<file path="config.mk">
export PLATFORM = sky130hd
export DESIGN_NAME = spl_ctrl
export DESIGN_NICKNAME = d
export VERILOG_FILES = /design/src/rtl/core/spl_pkg.sv /design/src/rtl/core/spl_ctrl.sv
export SDC_FILE = /design/constraint.sdc
export NUM_CORES = 1
export LEC_CHECK = 0
export ABC_CLOCK_PERIOD_IN_PS = 3000
export BUFFER_PORTS_ARGS = -buffer_cell sky130_fd_sc_hd__buf_2
export CAP_MARGIN = 15
export CELL_PAD_IN_SITES_DETAIL_PLACEMENT = 1
export CELL_PAD_IN_SITES_GLOBAL_PLACEMENT = 1
export CORE_MARGIN = 10
export CORE_UTILIZATION = 36
export CTS_CLUSTER_DIAMETER = 150
export CTS_CLUSTER_SIZE = 40
export DETAILED_ROUTE_END_ITERATION = 6
export PLACE_DENSITY_LB_ADDON = 0.1
export SYNTH_ARGS = -nofsm -noshare
export SYNTH_HDL_FRONTEND = slang
export SYNTH_SLANG_ARGS = --single-unit
</file>
<file path="constraint.sdc">
create_clock -name clk_i -period 3 [get_ports clk_i]
set_input_delay 0.3 -clock clk_i [delete_from_list [all_inputs] [get_ports clk_i]]
set_output_delay 0.3 -clock clk_i [all_outputs]
set_load 0.005 [all_outputs]
</file>
<file path="src/rtl/core/spl_pkg.sv">
// Shared types and constants for the sorted price level table.
// Depends on nothing; every other file refers to it by scoped names.
package spl_pkg;

  typedef enum logic [2:0] {
    ACT_INSERT = 3'd0,
    ACT_ERASE  = 3'd1,
    ACT_LOOKUP = 3'd2,
    ACT_READ   = 3'd3,
    ACT_ACCUM  = 3'd4
  } action_e;

  localparam logic [1:0] CFG_SORT_DESC = 2'd0;
  localparam logic [1:0] CFG_CAPACITY  = 2'd1;
  localparam logic [10:0] CAP_RESET    = 11'd1024;

  typedef struct packed {
    logic [2:0]  action;
    logic [31:0] price;
    logic [31:0] quantity;
    logic [9:0]  position;
  } spl_in_t;

  typedef struct packed {
    logic        ok;
    logic [10:0] level_index;
    logic [31:0] level_price;
    logic [31:0] level_quantity;
    logic        evicted;
    logic [10:0] entry_count;
  } spl_out_t;

  typedef enum logic [3:0] {
    ST_IDLE, ST_SCAN_RD, ST_SCAN_CMP, ST_POS_RD, ST_POS_CMP, ST_DECIDE,
    ST_WORST_CMP, ST_SHD_RD, ST_SHD_WR, ST_SHU_RD, ST_SHU_WR, ST_RESP
  } state_e;

  typedef enum logic [4:0] {
    OP_NONE, OP_START, OP_SCAN_RD, OP_SCAN_HIT, OP_SCAN_NEXT, OP_SCAN_END,
    OP_FOUND_RES, OP_POS_RD, OP_POS_TAKE, OP_WORST_RD, OP_SHD_INIT,
    OP_SHD_INIT_EV, OP_SHD_RD, OP_SHD_WR, OP_PUT, OP_SHU_INIT, OP_SHU_RD,
    OP_SHU_WR, OP_SHU_FIN, OP_ACC_WR
  } dp_op_e;

  typedef struct packed {
    logic [2:0] action;
    logic       found;
    logic       full;
    logic       cnt_zero;
    logic       pos_ok;
    logic       idx_end;
    logic       hit;
    logic       worst_better;
    logic       at_lb;
  } spl_stat_t;

  typedef struct packed {
    dp_op_e op;
    logic   out_load;
  } spl_cmd_t;

endpackage

</file>
<file path="src/rtl/core/spl_ctrl.sv">
// Controller of the sorted price level table: sequences scan, shift and
// result steps of the datapath. Depends on spl_pkg.
module spl_ctrl (
  input  logic               clk_i,
  input  logic               rst_ni,
  input  logic               in_valid_i,
  input  logic [2:0]         in_action_i,
  input  logic               out_free_i,
  input  spl_pkg::spl_stat_t stat_i,
  output logic               in_ready_o,
  output spl_pkg::spl_cmd_t  cmd_o
);

  spl_pkg::state_e state_q, state_d;

  always_ff @(posedge clk_i or negedge rst_ni) begin
    if (!rst_ni) begin
      state_q <= spl_pkg::ST_IDLE;
    end else begin
      state_q <= state_d;
    end
  end

  always_comb begin
    state_d = state_q;
    unique case (state_q)
      spl_pkg::ST_IDLE: begin
        if (in_valid_i) begin
          if (in_action_i == spl_pkg::ACT_READ) state_d = spl_pkg::ST_POS_RD;
          else if (in_action_i > spl_pkg::ACT_ACCUM) state_d = spl_pkg::ST_RESP;
          else state_d = spl_pkg::ST_SCAN_RD;
        end
      end
      spl_pkg::ST_POS_RD:
        state_d = stat_i.pos_ok ? spl_pkg::ST_POS_CMP : spl_pkg::ST_RESP;
      spl_pkg::ST_POS_CMP: state_d = spl_pkg::ST_RESP;
      spl_pkg::ST_SCAN_RD:
        state_d = stat_i.idx_end ? spl_pkg::ST_DECIDE : spl_pkg::ST_SCAN_CMP;
      spl_pkg::ST_SCAN_CMP:
        state_d = stat_i.hit ? spl_pkg::ST_DECIDE : spl_pkg::ST_SCAN_RD;
      spl_pkg::ST_DECIDE: begin
        state_d = spl_pkg::ST_RESP;
        case (stat_i.action)
          spl_pkg::ACT_INSERT: begin
            if (!stat_i.found && stat_i.full && !stat_i.cnt_zero)
              state_d = spl_pkg::ST_WORST_CMP;
            else if (!stat_i.found && !stat_i.full) state_d = spl_pkg::ST_SHD_RD;
          end
          spl_pkg::ACT_ERASE:
            if (stat_i.found) state_d = spl_pkg::ST_SHU_RD;
          spl_pkg::ACT_ACCUM:
            if (!stat_i.found && !stat_i.full) state_d = spl_pkg::ST_SHD_RD;
          default: ;
        endcase
      end
      spl_pkg::ST_WORST_CMP:
        state_d = stat_i.worst_better ? spl_pkg::ST_SHD_RD : spl_pkg::ST_RESP;
      spl_pkg::ST_SHD_RD:
        state_d = stat_i.at_lb ? spl_pkg::ST_RESP : spl_pkg::ST_SHD_WR;
      spl_pkg::ST_SHD_WR: state_d = spl_pkg::ST_SHD_RD;
      spl_pkg::ST_SHU_RD:
        state_d = stat_i.idx_end ? spl_pkg::ST_RESP : spl_pkg::ST_SHU_WR;
      spl_pkg::ST_SHU_WR: state_d = spl_pkg::ST_SHU_RD;
      spl_pkg::ST_RESP:
        if (out_free_i) state_d = spl_pkg::ST_IDLE;
      default: state_d = spl_pkg::ST_IDLE;
    endcase
  end

  always_comb begin
    in_ready_o    = (state_q == spl_pkg::ST_IDLE);
    cmd_o.op      = spl_pkg::OP_NONE;
    cmd_o.out_load = 1'b0;
    unique case (state_q)
      spl_pkg::ST_IDLE:
        if (in_valid_i) cmd_o.op = spl_pkg::OP_START;
      spl_pkg::ST_POS_RD:
        if (stat_i.pos_ok) cmd_o.op = spl_pkg::OP_POS_RD;
      spl_pkg::ST_POS_CMP: cmd_o.op = spl_pkg::OP_POS_TAKE;
      spl_pkg::ST_SCAN_RD:
        cmd_o.op = stat_i.idx_end ? spl_pkg::OP_SCAN_END : spl_pkg::OP_SCAN_RD;
      spl_pkg::ST_SCAN_CMP:
        cmd_o.op = stat_i.hit ? spl_pkg::OP_SCAN_HIT : spl_pkg::OP_SCAN_NEXT;
      spl_pkg::ST_DECIDE: begin
        case (stat_i.action)
          spl_pkg::ACT_INSERT: begin
            if (stat_i.found) cmd_o.op = spl_pkg::OP_FOUND_RES;
            else if (stat_i.full && !stat_i.cnt_zero) cmd_o.op = spl_pkg::OP_WORST_RD;
            else if (!stat_i.full) cmd_o.op = spl_pkg::OP_SHD_INIT;
          end
          spl_pkg::ACT_ERASE:
            if (stat_i.found) cmd_o.op = spl_pkg::OP_SHU_INIT;
          spl_pkg::ACT_LOOKUP:
            if (stat_i.found) cmd_o.op = spl_pkg::OP_FOUND_RES;
          spl_pkg::ACT_ACCUM: begin
            if (stat_i.found) cmd_o.op = spl_pkg::OP_ACC_WR;
            else if (!stat_i.full) cmd_o.op = spl_pkg::OP_SHD_INIT;
          end
          default: ;
        endcase
      end
      spl_pkg::ST_WORST_CMP:
        if (stat_i.worst_better) cmd_o.op = spl_pkg::OP_SHD_INIT_EV;
      spl_pkg::ST_SHD_RD:
        cmd_o.op = stat_i.at_lb ? spl_pkg::OP_PUT : spl_pkg::OP_SHD_RD;
      spl_pkg::ST_SHD_WR: cmd_o.op = spl_pkg::OP_SHD_WR;
      spl_pkg::ST_SHU_RD:
        cmd_o.op = stat_i.idx_end ? spl_pkg::OP_SHU_FIN : spl_pkg::OP_SHU_RD;
      spl_pkg::ST_SHU_WR: cmd_o.op = spl_pkg::OP_SHU_WR;
      spl_pkg::ST_RESP: cmd_o.out_load = out_free_i;
      default: ;
    endcase
  end

endmodule

</file>
# Word-level counts from Yosys, hierarchy flattened
# Index checks and enable logic that the tools add are counted.
[op_classes] order_cmp=1 n_eq_ne=17 n_mux=31 reduce_logical=10
[op_table] operator="$pmux W5 S11" n=1
[op_table] operator="$mux W4" n=13
[op_table] operator="$pmux W4 S12" n=1
[op_table] operator="$pmux W5 S4" n=1
[op_table] operator="$mux W3" n=6
[op_table] operator="$eq A4 B3 Y1 const B" n=4
[op_table] operator="$eq A4 B4 Y1 const B" n=4
[op_table] operator="$pmux W4 S3" n=1
[op_table] operator="$eq A4 B2 Y1 const B" n=2
[op_table] operator="$mux W2" n=4
[op_table] operator="$eq A3 B2 Y1 const B" n=2
[op_table] operator="$mux W5" n=1
[op_table] operator="$eq A4 B1 Y1 const B" n=1
[op_table] operator="$logic_and A1 B1 Y1" n=4
[op_table] operator="$logic_not A4 Y1" n=1
[op_table] operator="$ne A2 B2 Y1 const B" n=2
[op_table] operator="$eq A3 B1 Y1 const B" n=1
[op_table] operator="$eq A3 B3 Y1 const B" n=1
[op_table] operator="$gt A3 B3 Y1 const B" n=1
[op_table] operator="$logic_not A1 Y1" n=3
[op_table] operator="$logic_not A3 Y1" n=1
[op_table] operator="$mux W1" n=3
[op_table] operator="$reduce_and A2 Y1" n=1
[totals] reg_bits=4 in_bits=18 output_inout_bits=7 elab_cells=60

# Logic depth before layout (Yosys ltp)
[depth] ltp_word=6 mapped_depth=6 ltp_nobuf=4

# Least setup slack after synthesis
# No wires, ideal clock.
[synth_timing] path_kind="input -> output" start="input port stat_i[8] in the netlist's numbering" end="output port cmd_o[1] in the netlist's numbering" arrival_time_ps=1436 required_ps=2700 path_slack_ps=1264 path_stages=5 path_buffers=1 path_cell_list="buf_6 > or4b_4 > a2bb2oi_1 > or3_1 > o311ai_1"
[synth_rtl] item="start: declaration" line="spl_ctrl.sv:9" rtl="input spl_pkg::spl_stat_t stat_i,"
[synth_rtl] item="end: declaration" line="spl_ctrl.sv:11" rtl="output spl_pkg::spl_cmd_t cmd_o"

==> results.txt <==
largest reg by FF count: state_q
CP Launch Point: state_q[0]
count of inserted antenna diode cells: 0
average instance area after synthesis: 6.947 µm²
max-cap violation count: 0
leading register cell type out of synthesis: sky130_fd_sc_hd__dfrtp_1
commonest non-fill, non-tap cell in the layout: sky130_fd_sc_hd__buf_2
Critical Path Start Type: flop
Setup crit end kind: primary output
post-layout power: 801.5 µW
most frequent cells in the layout: 24 x sky130_fd_sc_hd__buf_2, 8 x sky130_fd_sc_hd__nand2_1, 7 x sky130_fd_sc_hd__o21ai_0
layout overhead on the synthesized area: 20.58%
Max Transition Viols Final: 0
setup slack on the worst flop-to-flop path: 1240 ps
final sum of negative setup slack: 0 ps
placer's final routability congestion estimate: 0.8530
die footprint: 4227 µm²
unrepaired setup endpoints after global routing: false
detail-routed net length per standard cell: 17.68 µm
sinks on the clock net: 4
count of vias placed by the detailed router: 909
kind of cell adding the most delay to the critical path: simple AND/OR/NAND/NOR gates
CTS Buffer Depth: 2
Routed Antenna Nets: 0
highest attainable clock frequency: 395.5 MHz
source of the worst hold timing path: out_free_i
GRT Overall Usage: 12.44%
clock buffers created by TritonCTS: 3
count of boundary I/O pins: 25
total power per unit cell area: 911.2 nW/µm²
share of final-layout standard cells stronger than drive strength 1: 27.42%
worst stage delay on the critical path: 780 ps
setup violators final: 0
DRC marker count from the first detailed-route iteration: 27
largest registers: state_q x4
critical-path maximum fanout: 22
worst min-delay path category: in2reg
wire length of the first global-routing pass: 4.305 mm
portion of the clock cycle consumed by the worst path in the final layout: 84.28%
root buffer cell: sky130_fd_sc_hd__clkbuf_4
number of vias per cell after detailed routing: 6.020
relative max-transition margin: 53.70%
router iterations before antenna repair: 4
minimum clock period after layout: 2529 ps
clock slew at reported path FFs: 40 ps
total grt overflow: 0
flops & latches, synth: 4
start of the worst register-to-register path: state_q[0]
Final Cell Area: 879.6 µm²
Mapped Area: 729.5 µm²
Synth cell types: 50
hold violation total from the final report: 0
number of antenna violations at the first check in global routing: 0
post-detailed-routing wire length: 2.669 mm
post-route DRC violation count: 0
final worst clock skew: 5.873 ps
CP Buf/Inv Count: 1
core region area: 1942 µm²
FP Rows: 16
number of post-CTS setup repair buffers: 0
Synth Net Count: 123
result of the run: complete, no violations
synthesis warning total: 0
Die Wd: 65.02 µm
# nets final: 144
share of synthesized flip-flops with an asynchronous set or reset: 100.0%
arrival time at the worst endpoint: 2230 ps
CTS-repair resized insts: 0
crit path cell chain: nor2b_1, nand2_1, or4_1, o21ai_0, buf_2
cell at the slowest stage of the critical path: sky130_fd_sc_hd__dfrtp_1
HPWL after detailed placement: 2.119 mm
classification of the worst setup path: reg2out
sequential element share of the synthesized area: 13.72%
clock latency on the worst-skew pair: 230 ps
flip-flop count of the largest register after layout: 4
static leakage power: 0.0003823 µW
number of enable flip-flop cells after synthesis: 0
number of global-route vias before repair: 894
vertical extent of the die: 65.02 µm
clock tree from TritonCTS: done
Port Buffers: 24
worst-case vdd ir drop: 0.3256 mV
initial core utilization: 37.56%
required time at the worst-slack endpoint: 2700 ps
Worst Tran Pin Value: 694.4 ps
largest net degree at the start of global routing: 23
Gate Count Post-Synth: 105
Placement Cell Area: 847.1 µm²
H-tree lvl count: 1
## through the flow
stage | std cells | util (%) | hold slack (ps) | setup WS, ps
after floorplan | 105 | - | 4.409 | 1264
after global placement | 147 | 43.62 | 103.3 | 849.9
after detailed placement | 147 | 43.62 | 110.0 | 768.2
after CTS | 151 | 45.30 | 340.1 | 508.3
after global routing | 151 | 45.30 | 352.8 | 300.5
final | 151 | 45.30 | 350.4 | 471.5
## synth_stat cells, drive strengths merged (2+ instances only)
| master | n | area, µm² |
|---|---|---|
| a21o | 2 | 15.01 |
| a21oi | 4 | 20.02 |
| a31o | 2 | 17.52 |
| a31oi | 2 | 12.51 |
| a32oi | 3 | 26.28 |
| buf | 5 | 28.78 |
| clkbuf | 6 | 22.52 |
| dfrtp | 4 | 100.1 |
| inv | 7 | 26.27 |
| nand2 | 8 | 30.03 |
| nand2b | 3 | 18.77 |
| nor2 | 4 | 15.01 |
| nor2b | 4 | 25.02 |
| nor3 | 4 | 20.02 |
| o211ai | 2 | 15.01 |
| o21a | 2 | 15.01 |
| o21ai | 11 | 55.05 |
| o2bb2ai | 2 | 17.52 |
| o311ai | 2 | 17.52 |
| o32ai | 3 | 26.28 |
## area by class of cell
| cell class | count | area, µm² |
|---|---|---|
| Inverter | 7 | 26.28 |
| Tap cell | 27 | 33.78 |
| Fill cell | 280 | 1062 |
| Clock buffer | 3 | 22.52 |
| Sequential cell | 4 | 100.1 |
| Multi-Input combinational cell | 83 | 551.8 |
| Timing Repair Buffer | 27 | 145.1 |
## per-layer routing
metal / track usage [%] / up-vias / wire length (µm)
li1: - / 442 / -
met1: 16.10 / 431 / 1277
met2: 19.33 / 32 / 1242
met3: 2.234 / 4 / 108
met4: 5.882 / 0 / 40
met5: 0 / - / 0
## path summary, 6_finish.rpt
kind | end | cells past startpoint
max | cmd_o[5] | 5
min in group asynchronous | state_q[1] | 2
min reg2reg | state_q[1] | 2
min | state_q[3] | 2
max reg2reg | state_q[3] | 4
max in group asynchronous | state_q[2] | 2
## where the power goes
group          internal (µW)  total [µW]  switching, µW
clock network           44.7        66.3           21.5
logic                    247         568            321
registers               80.4         167           86.4
total                    373         801            429
## worst register-to-register path: stages, from the launching register on
cell and delay, ps:
sky130_fd_sc_hd__dfrtp_1 780, sky130_fd_sc_hd__xnor2_1 230, sky130_fd_sc_hd__o22ai_1 110, sky130_fd_sc_hd__a311oi_1 350, sky130_fd_sc_hd__o32ai_1 140
## repair_timing
item | in CTS | in global routing
hold endpoints to repair | 4 | 0
hold buffers | 1 | 0
endpoints found under the setup margin | 0 | 0
## logic make-up (layout without fill, tap and decap cells)
group                     count (synthesis)  count (layout)  synth area share (%)
AOI/OAI and AO/OA                        45              45                 44.43
xor gates and xnor gates                  2               2                 2.402
buffers and inverters                    18              37                 10.63
DFF                                       4               4                 13.72
and+or+nand+nor                          36              36                 28.82
Note: power is estimated with default switching activity, not from simulation.
